==> config.mk <==
export PLATFORM = sky130hd
export DESIGN_NAME = joint_slew_rate_and_range_limiter_core
export DESIGN_NICKNAME = d
export VERILOG_FILES = /design/src/rtl/jsrl_pkg.sv /design/src/rtl/joint_slew_rate_and_range_limiter_core.sv
export VERILOG_INCLUDE_DIRS = /design/src /design/src/rtl
export SDC_FILE = /design/constraint.sdc
export NUM_CORES = 1
export LEC_CHECK = 0
export BUFFER_PORTS_ARGS = -buffer_cell sky130_fd_sc_hd__buf_2
export CORE_MARGIN = 2
export CORE_UTILIZATION = 45
export CTS_BUF_LIST = sky130_fd_sc_hd__clkbuf_8
export DETAILED_ROUTE_END_ITERATION = 8
export GPL_ROUTABILITY_DRIVEN = 0
export PLACE_DENSITY_LB_ADDON = 0.08
export SYNTH_ARGS = -nofsm -noshare
export SYNTH_HDL_FRONTEND = slang
export SYNTH_SLANG_ARGS = --single-unit
==> constraint.sdc <==
create_clock -name clk_i -period 13 [get_ports clk_i]
set_input_delay 1.95 -clock clk_i [delete_from_list [all_inputs] [get_ports clk_i]]
set_output_delay 1.95 -clock clk_i [all_outputs]
set_load 0.02 [all_outputs]
==> src/rtl/joint_slew_rate_and_range_limiter_core_macros.svh <==
// Assertion macros shared by the limiter RTL.
`ifndef JOINT_SLEW_RATE_AND_RANGE_LIMITER_CORE_MACROS_SVH
`define JOINT_SLEW_RATE_AND_RANGE_LIMITER_CORE_MACROS_SVH

`ifndef SYNTHESIS
// Checked outside reset.
`define JSRL_ASSERT(lbl, prop, msg) \
  lbl: assert property (@(posedge clk_i) disable iff (!rst_ni) prop) else $error(msg);
// Checked on every clock edge, reset included.
`define JSRL_ASSERT_ALWAYS(lbl, prop, msg) \
  lbl: assert property (@(posedge clk_i) prop) else $error(msg);
`else
`define JSRL_ASSERT(lbl, prop, msg)
`define JSRL_ASSERT_ALWAYS(lbl, prop, msg)
`endif

`endif

==> src/rtl/jsrl_pkg.sv <==
// Types, constants and helpers for the joint slew-rate and range limiter.
package jsrl_pkg;

  // Field widths.
  localparam int unsigned JointW  = 3;
  localparam int unsigned TargetW = 24;
  localparam int unsigned StepW   = 16;
  localparam int unsigned AngleW  = 17;
  localparam int unsigned CfgIdxW = 3;

  // Rate limit: 150 degrees per second is 15 hundredths of a degree per ms.
  localparam int unsigned RatePerMs = 15;
  localparam int unsigned LimitW    = StepW + 4;
  // Working width for target, previous angle and their difference.
  localparam int unsigned CalcW     = TargetW + 2;

  localparam int unsigned NumJointsDefault = 8;
  localparam int unsigned NumClasses       = 4;

  // Joint classes; each owns one min and one max register.
  typedef enum logic [1:0] {
    ClsShoulderRoll  = 2'd0,
    ClsElbowRoll     = 2'd1,
    ClsHead          = 2'd2,
    ClsShoulderPitch = 2'd3
  } jclass_e;

  // Configuration register index: class in the upper bits, max in bit 0.
  localparam int unsigned CfgMaxBit = 0;

  typedef logic signed [AngleW-1:0] angle_t;
  typedef angle_t bound_arr_t [NumClasses];

  // Reset values of the bounds, indexed by class.
  localparam bound_arr_t MinReset = '{-17'sd2000, -17'sd4500, -17'sd3500, -17'sd9000};
  localparam bound_arr_t MaxReset = '{17'sd9000, 17'sd9000, 17'sd3500, 17'sd18000};

  // One accepted input item.
  typedef struct packed {
    logic [JointW-1:0]         joint;
    logic signed [TargetW-1:0] target;
    logic [StepW-1:0]          step;
    logic                      first;
  } item_t;

  // Class of a joint index.
  function automatic jclass_e joint_class(input logic [JointW-1:0] joint);
    jclass_e cls;
    unique case (joint)
      3'd0, 3'd2: cls = ClsShoulderRoll;
      3'd1, 3'd3: cls = ClsElbowRoll;
      3'd4, 3'd5: cls = ClsHead;
      default:    cls = ClsShoulderPitch;
    endcase
    return cls;
  endfunction

endpackage

==> src/rtl/joint_slew_rate_and_range_limiter_core.sv <==
// Joint slew-rate and range limiter: top level.
//
// Usage: one input item carries a joint index, a target angle in hundredths
// of a degree, the step since that joint's previous sample in milliseconds
// and a first-sample flag. Unless the item is a first sample, the change from
// the joint's last limited angle is clamped to 15 hundredths per millisecond;
// the angle is then clamped to the bounds of the joint's class and stored.
// Both channels transfer on valid high and stall low. An item is captured in
// an input register, and the limiting logic between that register and the
// result register updates the joint's stored angle in the same edge that
// loads the result, so a following item for the same joint sees it.
// An item passes through the input register and then the result register;
// throughput is one item per cycle while the receiver does not stall, set
// by the single compute stage. When the receiver stalls, the result
// register holds its payload and the input register refills only once the
// result register frees up, so the input stalls after at most one more
// item. Reset empties both stages, clears every stored angle to zero and loads
// the default bounds. The user must see that bounds are written through the
// configuration port only while the block is idle; the block does not check.
module joint_slew_rate_and_range_limiter_core
  import jsrl_pkg::*;
#(
  parameter int unsigned NUM_JOINTS = NumJointsDefault
) (
  input  logic                      clk_i,
  input  logic                      rst_ni,
  // Configuration writes
  input  logic                      cfg_we_i,
  input  logic [CfgIdxW-1:0]        cfg_addr_i,
  input  logic [AngleW-1:0]         cfg_wdata_i,
  // Input channel
  input  logic                      in_valid_i,
  output logic                      in_stall_o,
  input  logic [JointW-1:0]         joint_i,
  input  logic signed [TargetW-1:0] target_angle_i,
  input  logic [StepW-1:0]          step_ms_i,
  input  logic                      first_i,
  // Output channel
  output logic                      out_valid_o,
  input  logic                      out_stall_i,
  output logic [JointW-1:0]         joint_out_o,
  output logic signed [AngleW-1:0]  limited_angle_o
);

  `include "joint_slew_rate_and_range_limiter_core_macros.svh"

  localparam int unsigned JIdxW = (NUM_JOINTS > 1) ? $clog2(NUM_JOINTS) : 1;
  localparam int unsigned ExtW  = JIdxW + JointW;
  localparam logic [4:0]  NumJointsV = 5'(NUM_JOINTS);

  // Bound registers, split by min and max so each is read at one class.
  angle_t min_q [NumClasses];
  angle_t max_q [NumClasses];
  // Last limited angle per joint.
  angle_t last_q [NUM_JOINTS];

  item_t                    s1_q;
  logic                     s1_valid_q;
  logic                     out_valid_q;
  logic [JointW-1:0]        out_joint_q;
  angle_t                   out_angle_q;

  logic                     in_xfer;
  logic                     s1_fire;
  logic [ExtW-1:0]          joint_ext;
  logic [JIdxW-1:0]         idx;
  logic                     joint_ok;
  jclass_e                  cls;
  logic [1:0]               cfg_cls;

  angle_t                   prev;
  angle_t                   lo;
  angle_t                   hi;
  logic [LimitW-1:0]        limit;
  logic signed [CalcW-1:0]  limit_w;
  logic signed [CalcW-1:0]  target_w;
  logic signed [CalcW-1:0]  prev_w;
  logic signed [CalcW-1:0]  delta;
  logic signed [CalcW-1:0]  rated;
  logic signed [CalcW-1:0]  above_lo;
  logic signed [CalcW-1:0]  clamped;
  angle_t                   angle_d;

  // Handshake: the compute stage moves on when the result register is free.
  assign s1_fire    = s1_valid_q && (!out_valid_q || !out_stall_i);
  assign in_stall_o = s1_valid_q && !s1_fire;
  assign in_xfer    = in_valid_i && !in_stall_o;

  // Input register.
  always_ff @(posedge clk_i or negedge rst_ni) begin
    if (!rst_ni) begin
      s1_valid_q <= 1'b0;
    end else if (in_xfer) begin
      s1_valid_q <= 1'b1;
    end else if (s1_fire) begin
      s1_valid_q <= 1'b0;
    end
  end

  always_ff @(posedge clk_i) begin
    if (in_xfer) begin
      s1_q <= '{joint: joint_i, target: target_angle_i, step: step_ms_i, first: first_i};
    end
  end

  // Joint lookup and class selection.
  assign joint_ext = ExtW'(s1_q.joint);
  assign idx       = joint_ext[JIdxW-1:0];
  assign joint_ok  = {2'b00, s1_q.joint} < NumJointsV;
  assign cls       = joint_class(s1_q.joint);
  assign prev      = last_q[idx];
  assign lo        = min_q[cls];
  assign hi        = max_q[cls];

  // Slew limit: step times 15 as a shift and subtract.
  assign limit    = {s1_q.step, 4'b0000} - LimitW'(s1_q.step);
  assign limit_w  = signed'(CalcW'(limit));
  assign target_w = CalcW'(s1_q.target);
  assign prev_w   = CalcW'(prev);
  assign delta    = target_w - prev_w;

  always_comb begin
    rated = target_w;
    if (joint_ok && !s1_q.first) begin
      priority if (delta > limit_w) begin
        rated = prev_w + limit_w;
      end else if (delta < -limit_w) begin
        rated = prev_w - limit_w;
      end
    end
  end

  // Range clamp: minimum first, then maximum, so the maximum wins.
  assign above_lo = (rated < CalcW'(lo)) ? CalcW'(lo) : rated;
  assign clamped  = (above_lo > CalcW'(hi)) ? CalcW'(hi) : above_lo;
  assign angle_d  = clamped[AngleW-1:0];

  // Joint state, updated as the result is loaded.
  always_ff @(posedge clk_i or negedge rst_ni) begin
    if (!rst_ni) begin
      for (int i = 0; i < NUM_JOINTS; i++) begin
        last_q[i] <= '0;
      end
    end else if (s1_fire && joint_ok) begin
      last_q[idx] <= angle_d;
    end
  end

  // Bound registers.
  assign cfg_cls = cfg_addr_i[CfgIdxW-1:1];

  always_ff @(posedge clk_i or negedge rst_ni) begin
    if (!rst_ni) begin
      min_q <= MinReset;
      max_q <= MaxReset;
    end else if (cfg_we_i) begin
      if (cfg_addr_i[CfgMaxBit]) begin
        max_q[cfg_cls] <= cfg_wdata_i;
      end else begin
        min_q[cfg_cls] <= cfg_wdata_i;
      end
    end
  end

  // Result register.
  always_ff @(posedge clk_i or negedge rst_ni) begin
    if (!rst_ni) begin
      out_valid_q <= 1'b0;
    end else if (s1_fire) begin
      out_valid_q <= 1'b1;
    end else if (!out_stall_i) begin
      out_valid_q <= 1'b0;
    end
  end

  always_ff @(posedge clk_i) begin
    if (s1_fire) begin
      out_joint_q <= s1_q.joint;
      out_angle_q <= angle_d;
    end
  end

  assign out_valid_o     = out_valid_q;
  assign joint_out_o     = out_joint_q;
  assign limited_angle_o = out_angle_q;

  // Assertions.
  `JSRL_ASSERT_ALWAYS(a_stall_needs_item, in_stall_o |-> s1_valid_q, "input stalled while empty")
  `JSRL_ASSERT(a_fire_loads_result, s1_fire |=> out_valid_q, "item lost in compute stage")
  `JSRL_ASSERT(a_state_matches_result, s1_fire && joint_ok |=> last_q[$past(idx)] == out_angle_q, "stored angle differs from result")

endmodule

==> impl_metrics.tcl <==
set metrics [dict create \
    die_h_um 228 \
    io_buffers 90 \
    hold_path.class "reg2reg" \
    cts.clk_slew.worst_paths_ps 60 \
    avgSynthCellArea_um2 9.57 \
    antenna_left 0 \
    place_area_mm2 0.0243 \
    cts_buffer_depth 3 \
    hpwl_um 52300 \
    finalCritPeriodShare 0.957 \
    synth_ff_type "dfrtp_1" \
    cts_hold_buffers 0 \
    synth_edf_count 64 \
    layoutNonFillerInstCount 3213 \
    maxCapViolCount 0 \
    yosysWarnings 0 \
    place_inst 3089 \
    drt_wl_total_um 73800 \
    core_area_mm2 0.0500 \
    hold_viol 0 \
    synth_cells 2370 \
    end_kind "flop" \
    diodes 0 \
    ios 91 \
    post-route-min-period_ps 12440 \
    ys_seq_area_frac 0.390 \
    yosys.area_share.simple 0.116 \
    power_per_cell_area_mw_per_mm2 289 \
    antenna_found_initial 0 \
    htreeDepth 2 \
    drive_above_1_share 0.220 \
    vdd_drop_max_mv 0.272 \
    grt_pass1_vias 19600 \
    gr-total-overflow 0 \
    fin_area_mm2 0.0258 \
    cts_sinks 338 \
    cp_common_cell "a21o_1" \
    numCtsBuffers 59 \
    grt_max_degree 179 \
    synthAdderAreaFrac 0.0964 \
    track_usage 0.279 \
    area_growth_pct 13.8 \
    fmax_mhz 80.4 \
    nets 2732 \
    cts_tree "yes" \
    fp-row-count 82 \
    yosys.cell_types.count 86 \
    drcViolationCount 0 \
    skew_ps 33.2 \
    slowest_stage "edfxtp_1" \
    cts-root-buf "clkbuf_8" \
    timing_worst_slew_pin_value_ps 1140 \
    synth_top_family_by_area "compound AO/OA/AOI/OAI gates" \
    synth_mux_area_frac 0.0922 \
    via_per_inst 6.08 \
    first_iter_violations 1574 \
    synth_compound_area_frac 0.234 \
    synth_area_mm2 0.0227 \
    critPathKind "reg2reg" \
    dr.pass1.iters 5 \
    cpPeakStageDelay_ps 660 \
    worstSkewPairLatency_ps 700 \
    slew-limit-headroom 0.222 \
    synthesis.nets 2612 \
    crit_arrival_ps 12940 \
    dieArea_mm2 0.0522 \
    synth_xor_area_frac 0.0220 \
    grt_first_pass_wirelength_um 114000 \
    die_w_um 228 \
    report.final.slew_viol_count 0 \
    yosys_register_bits 338 \
    required_ps 13500 \
    critPathMaxFanout 12 \
    status "finished, final reports clean" \
    start_util 0.454 \
    wl_per_cell_um 23.0 \
    fin_hold_ws_ps 498 \
    p_leak_uw 0.0109 \
    num_vias 19500 \
    async_reset_ff_frac 0.811 \
    setup_viol 0 \
    startpoint_type "flop" \
]
[stage by stage]
stage / util / TNS, ps / power, µW / setup slack, ps
floorplan: - / 0 / 4620 / 833
global placement: 0.486 / 0 / 6110 / 167
detailed placement: 0.486 / 0 / 6150 / 125
CTS: 0.513 / 0 / 7260 / 80.2
global route: 0.517 / -659 / 7980 / -61.0
finish: 0.517 / 0 / 7450 / 555
[final cells by class]
cell class,count,area (µm²)
clock buffer,76,1050
clock inverter,36,283
fill,4686,24200
inverter,148,556
multi-input combinational,1751,12900
sequential,338,8850
tap,672,841
timing repair buffer,192,1330
[worst paths after layout]
| check | from | to | slack, ps | cells after the start |
|---|---|---|---|---|
| max in group asynchronous | rst_ni | last_q[79] | 10250 | 2 |
| min in group asynchronous | rst_ni | max_q[30] | 1280 | 1 |
| setup reg to reg | idx[2] | limited_angle_o[9] | 560 | 51 |
| hold reg to reg | max_q[58] | max_q[58] | 500 | 1 |
| setup / recovery | idx[2] | limited_angle_o[9] | 560 | 51 |
| hold / removal | max_q[58] | max_q[58] | 500 | 1 |
[timing repair]
| action | in CTS | in global routing |
|---|---|---|
| setup endpoints to repair | 0 | 153 |
| gates resized for setup | 0 | 21 |
| buffers inserted | 0 | 11 |
[sequential cells by signal, summed over array words and instances (netlist names)]
name / count
min_q: 68
joint_out_o: 3
out_valid_o: 1
last_q: 136
max_q: 68
s1_valid_q: 1
s1_q: 41
limited_angle_o: 17
idx: 3
[cells in the mapped netlist (14+ instances only)]
library cell  count  area (µm²)
a211oi_1         48         360
a21o_1           31         233
a21oi_1         192         961
a22oi_1          69         518
a32oi_1          80         701
and4_1           18         158
clkbuf_1        116         435
dfrtp_1         214        5360
dfstp_2          60        1580
edfxtp_1         64        1920
ha_1            170        2130
inv_1           145         544
mux2_2          147        1660
mux2i_1          39         390
nand2_1         130         488
nand2b_1         17         106
nand3_1          24         120
nand4_1          21         131
nor2_1          179         672
nor2b_1          50         313
nor3_1           37         185
o211ai_1         15         113
o21a_1           14         105
o21ai_0          65         325
o21ai_1         103         515
o22ai_1          14        87.6
o32ai_1          59         517
xnor2_1          44         385
[power by group]
group | internal [µW] | switching, µW
registers | 1490 | 182
clock network | 608 | 478
logic | 1630 | 3060
[per-layer routing]
metal	up-vias	global-route usage	wire, µm
met5	-	0	0
li1	9150	-	-
met4	0	0.115	2960
met1	9606	0.360	31600
met3	169	0.0395	3740
met2	607	0.470	35500
[critical path: cells and delay by family (launching register included)]
kind,cells,cell delay [ps]
buffers and inverters,6,1180
muxes,2,580
and+or+nand+nor,15,3760
DFF,1,660
AOI/OAI and AO/OA,24,4750
adders and majority gates,4,1310
[cell families after synthesis]
family | Yosys count
compound gates | 788
simple gates | 544
flops | 338
buf+inv | 282
mux | 188
fa+ha+maj | 173
xor+xnor | 57
[layout by cell type, fill, tap and decap left out, types with 9 or more instances in the layout]
| master | Yosys | layout |
|---|---|---|
| nand4_1 | 21 | 21 |
| a21oi_1 | 192 | 191 |
| xor2_1 | 13 | 12 |
| clkbuf_8 | 0 | 76 |
| inv_1 | 145 | 163 |
| nor2_1 | 179 | 178 |
| nand2_1 | 130 | 130 |
| o21ai_0 | 65 | 63 |
| o211ai_1 | 15 | 15 |
| a211oi_1 | 48 | 47 |
| o21ai_2 | 10 | 13 |
| dfrtp_1 | 214 | 214 |
| nand3_1 | 24 | 24 |
| mux2_2 | 147 | 147 |
| a21oi_2 | 8 | 9 |
| and3_1 | 12 | 12 |
| a32oi_1 | 80 | 80 |
| ha_1 | 170 | 169 |
| mux2i_1 | 39 | 39 |
| xnor2_1 | 44 | 43 |
| o21ai_1 | 103 | 102 |
| buf_4 | 2 | 92 |
| a22oi_1 | 69 | 69 |
| nor3_1 | 37 | 30 |
| o21a_1 | 14 | 14 |
| nor2b_1 | 50 | 50 |
| o22ai_1 | 14 | 13 |
| and2_1 | 11 | 10 |
| edfxtp_1 | 64 | 64 |
| o32ai_1 | 59 | 59 |
| dfstp_2 | 60 | 60 |
| and4_1 | 18 | 18 |
| a21o_1 | 31 | 31 |
| nand2b_1 | 17 | 17 |
| buf_2 | 5 | 89 |
| clkinv_2 | 0 | 9 |
| nor4_1 | 9 | 9 |
(Power assumes the default switching activity.)
